<file path="src/rtl/assert_macros.svh">
// ----------------------------------------------------------------------------
// Assertion macros
// Clocked concurrent checks, quiet while rst_n is low.
// ----------------------------------------------------------------------------
`ifndef ASSERT_MACROS_SVH
`define ASSERT_MACROS_SVH

// same-cycle check
`define RSI_ASSERT(label, prop, msg) \
  label: assert property (@(posedge clk) disable iff (!rst_n) (prop)) else $error(msg);

// next-cycle check
`define RSI_ASSERT_NEXT(label, ante, cons, msg) \
  label: assert property (@(posedge clk) disable iff (!rst_n) (ante) |=> (cons)) else $error(msg);

`endif

</file>
<file path="src/rtl/rsi_pkg.sv">
// ----------------------------------------------------------------------------
// RSI package
// Widths, constants and item types shared by the RSI unit and its divider.
// ----------------------------------------------------------------------------
package rsi_pkg;

  localparam int PRICE_W         = 32;
  localparam int PRICE_FRAC_BITS = 16;
  localparam int GUARD_BITS      = 16;
  localparam int AVG_W           = PRICE_W + GUARD_BITS;
  localparam int PERIOD_W        = 8;
  localparam int CNT_W           = 8;
  localparam int MAX_PERIOD      = 255;
  localparam int PERIOD_RESET    = 14;
  localparam int RSI_W           = 23;
  localparam int RSI_SCALE       = 100;
  localparam int RSI_SCALE_W     = 7;

  localparam int PROD_W     = AVG_W + PERIOD_W;
  localparam int DIV_NUM_W  = PROD_W + 1;
  localparam int DIV_DEN_W  = AVG_W + 1;
  localparam int STEP_W     = $clog2(DIV_NUM_W + 1);
  localparam int RSI_MUL_W  = AVG_W + RSI_SCALE_W;
  localparam int RSI_NUM_W  = RSI_MUL_W + PRICE_FRAC_BITS;

  localparam logic [CNT_W-1:0]    SMOOTHING_MARK = '1;
  localparam logic [PERIOD_W-1:0] PERIOD_CAP =
      PERIOD_W'((MAX_PERIOD > 255) ? 255 : MAX_PERIOD);
  localparam logic [RSI_W-1:0]    RSI_FULL = RSI_W'(RSI_SCALE << PRICE_FRAC_BITS);

  typedef struct packed {
    logic [PRICE_W-1:0] price;
    logic               new_series;
  } rsi_in_t;

  typedef struct packed {
    logic [RSI_W-1:0] rsi;
    logic             no_loss;
  } rsi_out_t;

  typedef struct packed {
    logic [DIV_NUM_W-1:0] num;
    logic [DIV_DEN_W-1:0] den;
    logic [DIV_DEN_W-1:0] rem;
    logic [STEP_W-1:0]    steps;
  } rsi_div_req_t;

  typedef struct packed {
    logic busy;
    logic done;
  } rsi_div_sts_t;

endpackage

</file>
<file path="src/rtl/rsi_div.sv">
// ----------------------------------------------------------------------------
// RSI divider
// Restoring divider, one quotient bit per cycle, numerator taken MSB first.
// ----------------------------------------------------------------------------
`include "assert_macros.svh"

module rsi_div (
  input  logic                           clk,
  input  logic                           rst_n,
  input  logic                           start,
  input  rsi_pkg::rsi_div_req_t          req,
  output logic [rsi_pkg::AVG_W-1:0]      q,
  output rsi_pkg::rsi_div_sts_t          sts
);
  import rsi_pkg::*;

  logic [DIV_NUM_W-1:0] num_r, num_nxt;
  logic [DIV_DEN_W-1:0] den_r, den_nxt;
  logic [DIV_DEN_W-1:0] rem_r, rem_nxt;
  logic [AVG_W-1:0]     q_r, q_nxt;
  logic [STEP_W-1:0]    cnt_r, cnt_nxt;
  logic                 busy_r, busy_nxt;
  logic                 done_r, done_nxt;

  logic [DIV_DEN_W:0]   rem_sh;
  logic [DIV_DEN_W:0]   rem_sub;
  logic                 fits;

  assign rem_sh  = {rem_r, num_r[DIV_NUM_W-1]};
  assign fits    = rem_sh >= {1'b0, den_r};
  assign rem_sub = rem_sh - {1'b0, den_r};

  always_comb begin
    num_nxt  = num_r;
    den_nxt  = den_r;
    rem_nxt  = rem_r;
    q_nxt    = q_r;
    cnt_nxt  = cnt_r;
    busy_nxt = busy_r;
    done_nxt = 1'b0;
    if (start) begin
      num_nxt  = req.num;
      den_nxt  = req.den;
      rem_nxt  = req.rem;
      q_nxt    = '0;
      cnt_nxt  = req.steps;
      busy_nxt = 1'b1;
    end else if (busy_r) begin
      num_nxt = {num_r[DIV_NUM_W-2:0], 1'b0};
      rem_nxt = fits ? rem_sub[DIV_DEN_W-1:0] : rem_sh[DIV_DEN_W-1:0];
      q_nxt   = {q_r[AVG_W-2:0], fits};
      cnt_nxt = cnt_r - STEP_W'(1);
      if (cnt_r == STEP_W'(1)) begin
        busy_nxt = 1'b0;
        done_nxt = 1'b1;
      end
    end
  end

  always_ff @(posedge clk) begin
    if (!rst_n) begin
      busy_r <= 1'b0;
      done_r <= 1'b0;
    end else begin
      busy_r <= busy_nxt;
      done_r <= done_nxt;
    end
  end

  always_ff @(posedge clk) begin
    num_r <= num_nxt;
    den_r <= den_nxt;
    rem_r <= rem_nxt;
    q_r   <= q_nxt;
    cnt_r <= cnt_nxt;
  end

  assign q        = q_r;
  assign sts.busy = busy_r;
  assign sts.done = done_r;

  `RSI_ASSERT(a_no_restart, start |-> !busy_r, "divider started while busy")
  `RSI_ASSERT(a_rem_bound, busy_r |-> (rem_r < den_r), "partial remainder not below divisor")
  `RSI_ASSERT(a_done_after_busy, done_r |-> $past(busy_r), "done without a division running")

endmodule

</file>
<file path="src/rtl/relative_strength_index_unit.sv">
// ----------------------------------------------------------------------------
// Relative strength index unit
// Wilder RSI over a price stream, all divisions on one shared serial divider.
// A smoothed price runs its gain and loss averages and then the RSI ratio
// through the divider; a zero loss average skips the ratio. No new item is taken
// until the result is in the output register. Series-start items and warm-up
// items but the last stay in idle. Synchronous reset: period 14, no series held.
// ----------------------------------------------------------------------------
`include "assert_macros.svh"

module relative_strength_index_unit (
  input  logic                            clk,
  input  logic                            rst_n,
  input  logic                            in_valid,
  output logic                            in_ready,
  input  rsi_pkg::rsi_in_t                in_item,
  output logic                            out_valid,
  input  logic                            out_ready,
  output rsi_pkg::rsi_out_t               out_item,
  input  logic                            cfg_we,
  input  logic [rsi_pkg::PERIOD_W-1:0]    cfg_wdata
);
  import rsi_pkg::*;

  typedef enum logic [7:0] {
    S_IDLE   = 8'b0000_0001,
    S_LOAD_G = 8'b0000_0010,
    S_WAIT_G = 8'b0000_0100,
    S_LOAD_L = 8'b0000_1000,
    S_WAIT_L = 8'b0001_0000,
    S_LOAD_R = 8'b0010_0000,
    S_WAIT_R = 8'b0100_0000,
    S_OUT    = 8'b1000_0000
  } state_t;

  state_t               state_r, state_nxt;
  logic [PERIOD_W-1:0]  period_r, period_nxt;
  logic [PRICE_W-1:0]   last_price_r, last_price_nxt;
  logic [AVG_W-1:0]     gain_avg_r, gain_avg_nxt;
  logic [AVG_W-1:0]     loss_avg_r, loss_avg_nxt;
  logic [CNT_W-1:0]     count_r, count_nxt;
  logic                 have_prev_r, have_prev_nxt;
  logic [PRICE_W-1:0]   gain_r, gain_nxt;
  logic [PRICE_W-1:0]   loss_r, loss_nxt;
  logic [PERIOD_W-1:0]  p_r, p_nxt;
  logic                 warm_end_r, warm_end_nxt;
  rsi_out_t             res_r, res_nxt;
  logic                 out_valid_r, out_valid_nxt;
  rsi_out_t             out_item_r, out_item_nxt;

  logic [PERIOD_W-1:0]  eff_period;
  logic [PRICE_W-1:0]   diff_gain, diff_loss;
  logic [CNT_W:0]       count_inc;
  logic [AVG_W-1:0]     sel_avg;
  logic [PRICE_W-1:0]   sel_x;
  logic [PERIOD_W-1:0]  p_less;
  logic [PROD_W-1:0]    prod;
  logic [DIV_NUM_W-1:0] num_avg;
  logic [RSI_MUL_W-1:0] gain_scaled;
  logic [RSI_NUM_W-1:0] rsi_num;

  logic                 div_start;
  rsi_div_req_t         div_req;
  logic [AVG_W-1:0]     div_q;
  rsi_div_sts_t         div_sts;

  rsi_div u_div (
    .clk   (clk),
    .rst_n (rst_n),
    .start (div_start),
    .req   (div_req),
    .q     (div_q),
    .sts   (div_sts)
  );

  always_comb begin
    if (period_r == '0) begin
      eff_period = PERIOD_W'(1);
    end else if (period_r > PERIOD_CAP) begin
      eff_period = PERIOD_CAP;
    end else begin
      eff_period = period_r;
    end
  end

  assign diff_gain = (in_item.price > last_price_r) ? in_item.price - last_price_r : '0;
  assign diff_loss = (in_item.price > last_price_r) ? '0 : last_price_r - in_item.price;
  assign count_inc = {1'b0, count_r} + (CNT_W+1)'(1);

  assign sel_avg = (state_r == S_LOAD_G) ? gain_avg_r : loss_avg_r;
  assign sel_x   = (state_r == S_LOAD_G) ? gain_r : loss_r;
  assign p_less  = p_r - PERIOD_W'(1);
  assign prod    = PROD_W'(sel_avg) * PROD_W'(p_less);
  assign num_avg = warm_end_r ? DIV_NUM_W'({sel_avg, {GUARD_BITS{1'b0}}})
                              : DIV_NUM_W'(prod)
                                + DIV_NUM_W'({sel_x, {GUARD_BITS{1'b0}}});

  assign gain_scaled = RSI_MUL_W'(gain_avg_r) * RSI_MUL_W'(RSI_SCALE);
  assign rsi_num     = {gain_scaled, {PRICE_FRAC_BITS{1'b0}}};

  always_comb begin
    state_nxt      = state_r;
    period_nxt     = cfg_we ? cfg_wdata : period_r;
    last_price_nxt = last_price_r;
    gain_avg_nxt   = gain_avg_r;
    loss_avg_nxt   = loss_avg_r;
    count_nxt      = count_r;
    have_prev_nxt  = have_prev_r;
    gain_nxt       = gain_r;
    loss_nxt       = loss_r;
    p_nxt          = p_r;
    warm_end_nxt   = warm_end_r;
    res_nxt        = res_r;
    out_valid_nxt  = out_valid_r;
    out_item_nxt   = out_item_r;
    div_start      = 1'b0;
    div_req        = '0;

    if (out_valid_r && out_ready) begin
      out_valid_nxt = 1'b0;
    end

    unique case (state_r)
      S_IDLE: begin
        if (in_valid) begin
          last_price_nxt = in_item.price;
          if (in_item.new_series || !have_prev_r) begin
            gain_avg_nxt  = '0;
            loss_avg_nxt  = '0;
            count_nxt     = '0;
            have_prev_nxt = 1'b1;
          end else begin
            gain_nxt = diff_gain;
            loss_nxt = diff_loss;
            p_nxt    = eff_period;
            if (count_r != SMOOTHING_MARK) begin
              gain_avg_nxt = gain_avg_r + AVG_W'(diff_gain);
              loss_avg_nxt = loss_avg_r + AVG_W'(diff_loss);
              if (count_inc < {1'b0, eff_period}) begin
                count_nxt = count_inc[CNT_W-1:0];
              end else begin
                count_nxt    = SMOOTHING_MARK;
                warm_end_nxt = 1'b1;
                state_nxt    = S_LOAD_G;
              end
            end else begin
              warm_end_nxt = 1'b0;
              state_nxt    = S_LOAD_G;
            end
          end
        end
      end
      S_LOAD_G, S_LOAD_L: begin
        div_start     = 1'b1;
        div_req.num   = num_avg;
        div_req.den   = DIV_DEN_W'(p_r);
        div_req.rem   = '0;
        div_req.steps = STEP_W'(DIV_NUM_W);
        state_nxt     = (state_r == S_LOAD_G) ? S_WAIT_G : S_WAIT_L;
      end
      S_WAIT_G: begin
        if (div_sts.done) begin
          gain_avg_nxt = div_q;
          state_nxt    = S_LOAD_L;
        end
      end
      S_WAIT_L: begin
        if (div_sts.done) begin
          loss_avg_nxt = div_q;
          state_nxt    = S_LOAD_R;
        end
      end
      S_LOAD_R: begin
        if (loss_avg_r == '0) begin
          res_nxt.rsi     = RSI_FULL;
          res_nxt.no_loss = 1'b1;
          state_nxt       = S_OUT;
        end else begin
          div_start     = 1'b1;
          div_req.num   = {rsi_num[RSI_W-1:0], {(DIV_NUM_W-RSI_W){1'b0}}};
          div_req.den   = DIV_DEN_W'(gain_avg_r) + DIV_DEN_W'(loss_avg_r);
          div_req.rem   = DIV_DEN_W'(rsi_num[RSI_NUM_W-1:RSI_W]);
          div_req.steps = STEP_W'(RSI_W);
          state_nxt     = S_WAIT_R;
        end
      end
      S_WAIT_R: begin
        if (div_sts.done) begin
          res_nxt.rsi     = div_q[RSI_W-1:0];
          res_nxt.no_loss = 1'b0;
          state_nxt       = S_OUT;
        end
      end
      S_OUT: begin
        if (!out_valid_r || out_ready) begin
          out_item_nxt  = res_r;
          out_valid_nxt = 1'b1;
          state_nxt     = S_IDLE;
        end
      end
      default: begin
        state_nxt = S_IDLE;
      end
    endcase
  end

  always_ff @(posedge clk) begin
    if (!rst_n) begin
      state_r     <= S_IDLE;
      period_r    <= PERIOD_W'(PERIOD_RESET);
      count_r     <= '0;
      have_prev_r <= 1'b0;
      out_valid_r <= 1'b0;
    end else begin
      state_r     <= state_nxt;
      period_r    <= period_nxt;
      count_r     <= count_nxt;
      have_prev_r <= have_prev_nxt;
      out_valid_r <= out_valid_nxt;
    end
  end

  always_ff @(posedge clk) begin
    last_price_r <= last_price_nxt;
    gain_avg_r   <= gain_avg_nxt;
    loss_avg_r   <= loss_avg_nxt;
    gain_r       <= gain_nxt;
    loss_r       <= loss_nxt;
    p_r          <= p_nxt;
    warm_end_r   <= warm_end_nxt;
    res_r        <= res_nxt;
    out_item_r   <= out_item_nxt;
  end

  assign in_ready  = (state_r == S_IDLE);
  assign out_valid = out_valid_r;
  assign out_item  = out_item_r;

  `RSI_ASSERT(a_done_in_wait, div_sts.done |-> (state_r == S_WAIT_G || state_r == S_WAIT_L || state_r == S_WAIT_R), "divider finished outside a wait state")
  `RSI_ASSERT(a_ready_div_idle, in_ready |-> !div_sts.busy, "item taken while divider busy")
  `RSI_ASSERT(a_no_loss_full, (out_valid && out_item.no_loss) |-> (out_item.rsi == RSI_FULL), "no-loss item without full-scale rsi")
  `RSI_ASSERT_NEXT(a_load_starts, state_r == S_LOAD_G, (state_r == S_WAIT_G) && div_sts.busy, "gain division not under way")

endmodule
</file>
<file path="config.mk">
export PLATFORM = sky130hd
export DESIGN_NAME = relative_strength_index_unit
export DESIGN_NICKNAME = d
export VERILOG_FILES = /design/src/rtl/rsi_pkg.sv /design/src/rtl/rsi_div.sv /design/src/rtl/relative_strength_index_unit.sv
export VERILOG_INCLUDE_DIRS = /design/src /design/src/rtl
export SDC_FILE = /design/constraint.sdc
export NUM_CORES = 2
export LEC_CHECK = 0
export BUFFER_PORTS_ARGS = -buffer_cell sky130_fd_sc_hd__clkbuf_2
export CAP_MARGIN = 20
export CELL_PAD_IN_SITES_DETAIL_PLACEMENT = 0
export CELL_PAD_IN_SITES_GLOBAL_PLACEMENT = 1
export CORE_MARGIN = 2
export CORE_UTILIZATION = 45
export DETAILED_ROUTE_END_ITERATION = 10
export HOLD_SLACK_MARGIN = 0.08
export PLACE_DENSITY = 0.8
export SYNTH_ARGS = -nofsm -noshare
export SYNTH_HDL_FRONTEND = slang
export SYNTH_SLANG_ARGS = --single-unit
</file>
<file path="constraint.sdc">
create_clock -name clk -period 17.8 [get_ports clk]
set_input_delay 0.89 -clock clk [delete_from_list [all_inputs] [get_ports clk]]
set_output_delay 0.89 -clock clk [all_outputs]
set_load 0.005 [all_outputs]
</file>
# After elaboration in Yosys (flattened, before gate mapping)
# Index checks and enable logic that the tools add are counted.
dict set report op_classes {
  n_bitwise 3
  n_eq_ne 20
  n_addsub 10
  n_reduce_logical 24
  multipliers 2
  magnitude_cmp 4
  n_mux 52
}
# operator n
set ops {}
lappend ops {{48-bit 2-to-1 mux} 8}
lappend ops {{161-bit case mux with 2 select lines} 1}
lappend ops {{48-bit case mux with 2 select lines} 2}
lappend ops {{57-bit 2-to-1 mux} 3}
lappend ops {{161-bit 2-to-1 mux} 1}
lappend ops {{49-bit 2-to-1 mux} 3}
lappend ops {{8-bit 2-to-1 mux} 14}
lappend ops {{48-bit by 32-bit adder with 48-bit output} 2}
lappend ops {{32-bit 2-to-1 mux} 3}
lappend ops {{32-bit subtractor} 2}
lappend ops {{56-bit by 48-bit adder with 57-bit output} 1}
lappend ops {{48-bit by 8-bit multiplier with 56-bit output} 1}
lappend ops {{8-bit case mux with 7 select lines} 1}
lappend ops {{48-bit by 5-bit multiplier with 53-bit output (second input constant)} 1}
lappend ops {{50-bit by 49-bit greater-or-equal comparator with 1-bit output} 1}
lappend ops {{48-bit by 48-bit adder with 49-bit output} 1}
lappend ops {{49-bit subtractor} 1}
lappend ops {{48-bit logical NOT} 1}
lappend ops {{24-bit 2-to-1 mux} 2}
lappend ops {{24-bit case mux with 2 select lines} 1}
lappend ops {{32-bit > comparator} 1}
lappend ops {{6-bit 2-to-1 mux} 2}
lappend ops {{3-bit AND reduction} 4}
lappend ops {{4-bit AND reduction} 3}
lappend ops {{other kinds (32)} 55}
dict set report word_totals {
  ff_bits 486
  wordCells 138
  output_inout_bits 26
  inputBits 46
}

# Depth between registers and ports, before layout
dict set report logic_depth {
  ltp_word 9
  ltp_mapped 30
  depth_no_buf 28
}

# Modules after synthesis
# Synthesis repeated with hierarchy kept, for this count alone.
dict set report hier_totals {
  cells_unflattened 5800
  area_unflattened_um2 51752.1
}
# mod cells_each area_each_um2 n_inst seq_area_each_um2
set by_module_without_submodules {}
lappend by_module_without_submodules {relative_strength_index_unit 4798 40393.7 1 7997.7}
lappend by_module_without_submodules {rsi_div 1002 11358.4 1 5835.6}

# Worst setup path before layout
# OpenSTA, ideal clock, no wires.
dict set report synth_timing {
  path_type {register to register}
  from {register state_r[0]}
  to {register u_div.num_r[53], data pin}
  t_arrival_ns 7.039
  setup_time_ns 0.266
  stages_incl_launch_ff 28
  required_time_ns 17.534
  path_buffers 3
  synth_period_minus_slack_ns 7.305
  path_slack_ns 10.495
  path_cell_list {dfxtp_1 > clkbuf_1 > nor3_1 > nand2_1 > nor4b_1 > buf_2 > buf_1 > mux2i_1 > or2_2 > fa_1 > fa_1 > inv_1 > fa_1 > inv_1 > fa_1 > inv_1 > ha_1 > o21ai_1 > o21a_1 > o32ai_2 > a41oi_1 > o21ai_1 > a21oi_1 > a211o_1 > a21bo_2 > o31ai_2 > xnor2_1 > o21ai_1}
}
dict set report synth_via {
  elab_chain_cells 7
  word_cells_on_any_way 12
  cone_classes {add/sub (1); mul (1); eq/ne (3); mux (6); reduce/logical (1)}
}
# element line_no
set synth_rtl {}
lappend synth_rtl {{start, declared} relative_strength_index_unit.sv:36} ;# state_t state_r, state_nxt;
lappend synth_rtl {{start signal, assigned} relative_strength_index_unit.sv:215} ;# state_r <= state_nxt;
lappend synth_rtl {{8-bit by 2-bit equality test with 1-bit output} {relative_strength_index_unit.sv:90, relative_strength_index_unit.sv:91, relative_strength_index_unit.sv:123}}
lappend synth_rtl {{48-bit 2-to-1 mux} relative_strength_index_unit.sv:90} ;# assign sel_avg = (state_r == S_LOAD_G) ? gain_avg_r : loss_avg_r;
lappend synth_rtl {{48-bit by 8-bit multiplier with 56-bit output} relative_strength_index_unit.sv:93} ;# assign prod = PROD_W'(sel_avg) * PROD_W'(p_less);
lappend synth_rtl {{56-bit by 48-bit adder with 57-bit output} relative_strength_index_unit.sv:96} ;# + DIV_NUM_W'({sel_x, {GUARD_BITS{1'b0}}});
lappend synth_rtl {{57-bit 2-to-1 mux} relative_strength_index_unit.sv:94} ;# assign num_avg = warm_end_r ? DIV_NUM_W'({sel_avg, {GUARD_BITS{1'b0}}})
lappend synth_rtl {{161-bit case mux with 2 select lines} relative_strength_index_unit.sv:123} ;# unique case (state_r)
lappend synth_rtl {{57-bit 2-to-1 mux *} rsi_div.sv:41} ;# if (start) begin
lappend synth_rtl {{via u_div.num_nxt[53]} rsi_div.sv:17} ;# logic [DIV_NUM_W-1:0] num_r, num_nxt;
lappend synth_rtl {{end signal, assigned} rsi_div.sv:71} ;# num_r <= num_nxt;
lappend synth_rtl {{end, declared} rsi_div.sv:17}
# The timed path passes the listed nets; every way through them passes the cells marked *.
# A chain may end at the register's enable or synchronous reset.

# Worst setup path after layout
dict set report layout_timing {
  from {register state_r[7]}
  to {register u_div.num_r[53], data pin}
}
# Same word-level chain as after synthesis.

==> flow_metrics.py <==
metrics = {
    "global_routing": {
        "grt_pass1_vias": 40480,
        "grt_first_pass_wirelength_mm": 244.8,
        "grt_overflow": 0,
        "met3_usage_pct": 4.541,
        "track_usage_pct": 27.44,
        "grt_use_met2_pct": 43.78,
        "grt-busiest-layer": "met2",
        "antenna_found_initial": 8,
        "use_met1_pct": 37.12,
        "grt_max_degree": 75,
    },
    "run": {
        "cap_violations": 0,
    },
    "power": {
        "p_leak_uw": 0.02447,
        "powerDensity_nw_per_um2": 99.39,
        "vdd_drop_max_mv": 0.1029,
    },
    "detailed_routing": {
        "vias": 41440,
        "wl_per_cell_um": 22.35,
        "drt-vias-per-instance": 5.747,
        "ant_nets": 0,
        "drt_iter0_markers": 3648,
        "drt-total-wl_mm": 161.2,
        "first_pass_iters": 8,
        "drcViolationCount": 0,
    },
    "critical_path": {
        "critPathMaxFanout": 49,
        "critPathCapture": "u_div.num_r[53]",
        "timing.rr.start": "state_r[7]",
        "rrSetupSlack_ns": 8.53,
        "reg2reg_depth": 26,
        "rr_endpoint": "u_div.num_r[53]",
        "arrival_ns": 9.67,
        "crit_required_ns": 18.21,
        "end_kind": "flip-flop",
        "startpoint": "state_r[7]",
        "critPathLaunchType": "flip-flop",
        "worstSetupPathType": "flip-flop to flip-flop",
    },
    "cts": {
        "clkLatencyLatePin_ns": 0.70,
        "clock_tree.buffer_depth": 3,
        "cts_tree": "built",
        "cts_resized": 0,
        "hold_buffers": 0,
        "post_cts_buffers": 0,
        "htree_levels": 2,
        "cts-root-buf": "clkbuf_16",
        "clock_sinks": 486,
        "cts_buffers": 56,
        "clkSlewWorstSetupHoldPaths_ns": 0.08,
    },
    "die": {
        "die_area_um2": 115500,
        "io_pins": 72,
        "num_rows": 123,
        "start_util_pct": 45.26,
        "die_w_um": 339.9,
        "core_um2": 112200,
        "die_y_um": 339.9,
    },
    "sta": {
        "fin_tns_setup_ns": 0,
        "grt_setup_unrepaired": "no",
        "slew_headroom_pct": 23.11,
        "setup_viol": 0,
        "fmax_mhz": 107.9,
        "worst_slew_pin_slew_ns": 1.121,
        "fin_worst_skew_ns": 0.05589,
        "hold_violations": 0,
        "fin_crit_ns": 9.267,
        "maxSlewViolCount": 0,
        "final.period_utilization_pct": 52.06,
    },
    "synth": {
        "async_flop_share_pct": 0,
        "syn-cell-area_um2": 50780,
        "synth_cells": 5677,
        "ys_warn_count": 0,
        "synth_edf_count": 410,
        "synth_ff_type": "edfxtp_1",
        "synth-seq-area-share_pct": 27.24,
        "synth_nets": 6555,
        "ys_types": 87,
        "synth_seq_cells": 486,
        "synth_area_per_cell_um2": 8.944,
    },
    "placement": {
        "hpwl_mm": 125.4,
        "placed_cell_area_um2": 52830,
        "portBuffers": 71,
        "gp_congestion": 0.9640,
    },
    "final_layout": {
        "fin_area_um2": 54860,
        "drive_above_1_share_pct": 6.921,
        "nNetsFinal": 6537,
        "syn_to_final_growth_pct": 8.030,
    },
    "hold_path": {
        "hp-start": "in_item[32]",
        "hold_path.class": "input pin to flip-flop",
    },
    "run_status": {
        "outcome": "completed",
    },
}
[registers in the layout, summed over array words and instances (netlist names), 6 cells and up]
signal        cells
count_r           8
gain_avg_r       48
gain_r           32
last_price_r     32
loss_avg_r       48
loss_r           32
out_item         24
p_r               8
period_r          8
res_r            24
state_r           8
u_div.cnt_r       6
u_div.den_r      49
u_div.num_r      57
u_div.q          48
u_div.rem_r      49
[metal layers]
| metal | vias to the layer above | wire length (µm) |
|---|---|---|
| li1 | 19380 | - |
| met1 | 20270 | 69470 |
| met2 | 1464 | 72450 |
| met3 | 317 | 11750 |
| met4 | 8 | 7463 |
| met5 | - | 51 |
[worst min path at each step]
stage / to / slack (ns) / cells past startpoint
after global routing: last_price_r[31] / 0.37 / 1
after CTS: last_price_r[31] / 0.36 / 1
after global placement: out_item[14] / 0.40 / 0
after detailed placement: out_item[5] / 0.40 / 0
after floorplan: out_item[0] / 0.40 / 0
final: last_price_r[31] / 0.39 / 1
[where the power goes]
part	switching, µW	total (µW)	internal (µW)
clock	541	1270	727
sequential	59.7	1320	1260
combinational	1740	2860	1120
[placed cells by master, fill, tap and decap left out, types with 75 or more instances in the layout]
master / instances
a21o_1: 175
a21oi_1: 340
dfxtp_1: 75
edfxtp_1: 410
fa_1: 358
ha_1: 474
inv_1: 808
mux2i_1: 164
nand2_1: 376
nand3_1: 78
nor2_1: 634
o21ai_0: 319
or2_2: 94
xnor2_1: 180
xor2_1: 134
[cells by family after synthesis]
| logic type | after synthesis | share of synthesized area [%] |
|---|---|---|
| AND/OR/NAND/NOR | 1538 | 13.79 |
| AO/OA/AOI/OAI | 1300 | 16.54 |
| buffers and inverters | 1027 | 7.658 |
| adder cells (fa/ha/maj) | 832 | 25.79 |
| flip-flops | 486 | 27.24 |
| XOR/XNOR | 320 | 5.520 |
| multiplexers | 174 | 3.452 |
[through the flow]
step / util, % / setup slack (ns) / instances / hold WS (ns) / power (µW)
finish: 48.89 / 8.533 / 7210 / 0.3931 / 5452
global route: 48.89 / 8.082 / 7207 / 0.3704 / 5837
CTS: 48.89 / 8.645 / 7207 / 0.3564 / 5450
detailed placement: 47.09 / 8.714 / 7101 / 0.4045 / 4160
global placement: 47.08 / 8.868 / 7100 / 0.4043 / 4161
floorplan: - / 10.50 / 5677 / 0.4003 / 3428
[layout make-up]
class / count / area [µm²]
Multi-Input combinational cell: 4164 / 33190
Fill cell: 10640 / 57340
Sequential cell: 486 / 13830
Clock inverter: 37 / 474.2
Clock buffer: 69 / 1543
Inverter: 809 / 3039
Antenna cell: 3 / 7.507
Tap cell: 1500 / 1877
Timing Repair Buffer: 142 / 888.4
[worst max-delay path, cell delays in order, from the launching register on]
cell and delay [ns]:
dfxtp_1 0.36, nor3_1 0.28, nand2_1 0.21, nor4b_2 0.30, buf_4 0.54, buf_4 0.82, mux2i_1 0.82, or2_2 0.25
fa_1 0.44, fa_1 0.49, inv_1 0.06, fa_1 0.53, inv_1 0.05, fa_1 0.52, inv_1 0.04, ha_1 0.32
o21ai_1 0.12, o21a_1 0.21, o32ai_2 0.42, a41oi_1 0.39, o21ai_1 0.34, a21oi_1 0.17, a211o_1 0.38, a21bo_2 0.28
o31ai_2 0.24, xnor2_1 0.14, o21ai_1 0.07
[synth_stat cells, types with 9 or more instances]
cell       instances  area (µm²)
o2111ai_1          9       78.83
o21bai_1          52       390.4
xor2_1           135        1182
or3_1             11       68.82
o21a_1            45       337.8
nor4_1            29       181.4
buf_2              9       45.04
dfxtp_1           76        1521
o21ai_1           13       65.06
o21ai_0          319        1597
fa_1             358        7167
edfxtp_1         410       12310
nand4_1           49       306.5
a211o_1           11       96.34
nand2_1          377        1415
and3_1            42       262.8
a21o_1           175        1314
a22o_1            29       254.0
xnor2_1          185        1620
and4_1            10       87.58
nand2b_1          54       337.8
a211oi_1          38       285.3
a221oi_1          15       131.4
mux2_2             9       101.4
nor3_1            52       260.3
mux2i_1          165        1652
nor2b_1           39       244.0
a31oi_1           27       168.9
o211ai_1          33       247.7
o221ai_1          14       122.6
nor2_1           636        2387
nand3_1           78       390.4
a21oi_1          341        1707
buf_1             10       37.54
or2_2             95       594.3
a21boi_0          13       97.59
and2_1            39       244.0
o22ai_1           25       156.4
clkbuf_1         196       735.7
ha_1             474        5931
inv_1            809        3037
o31ai_1           27       202.7
No activity file was read; power rests on OpenSTA's default activity.
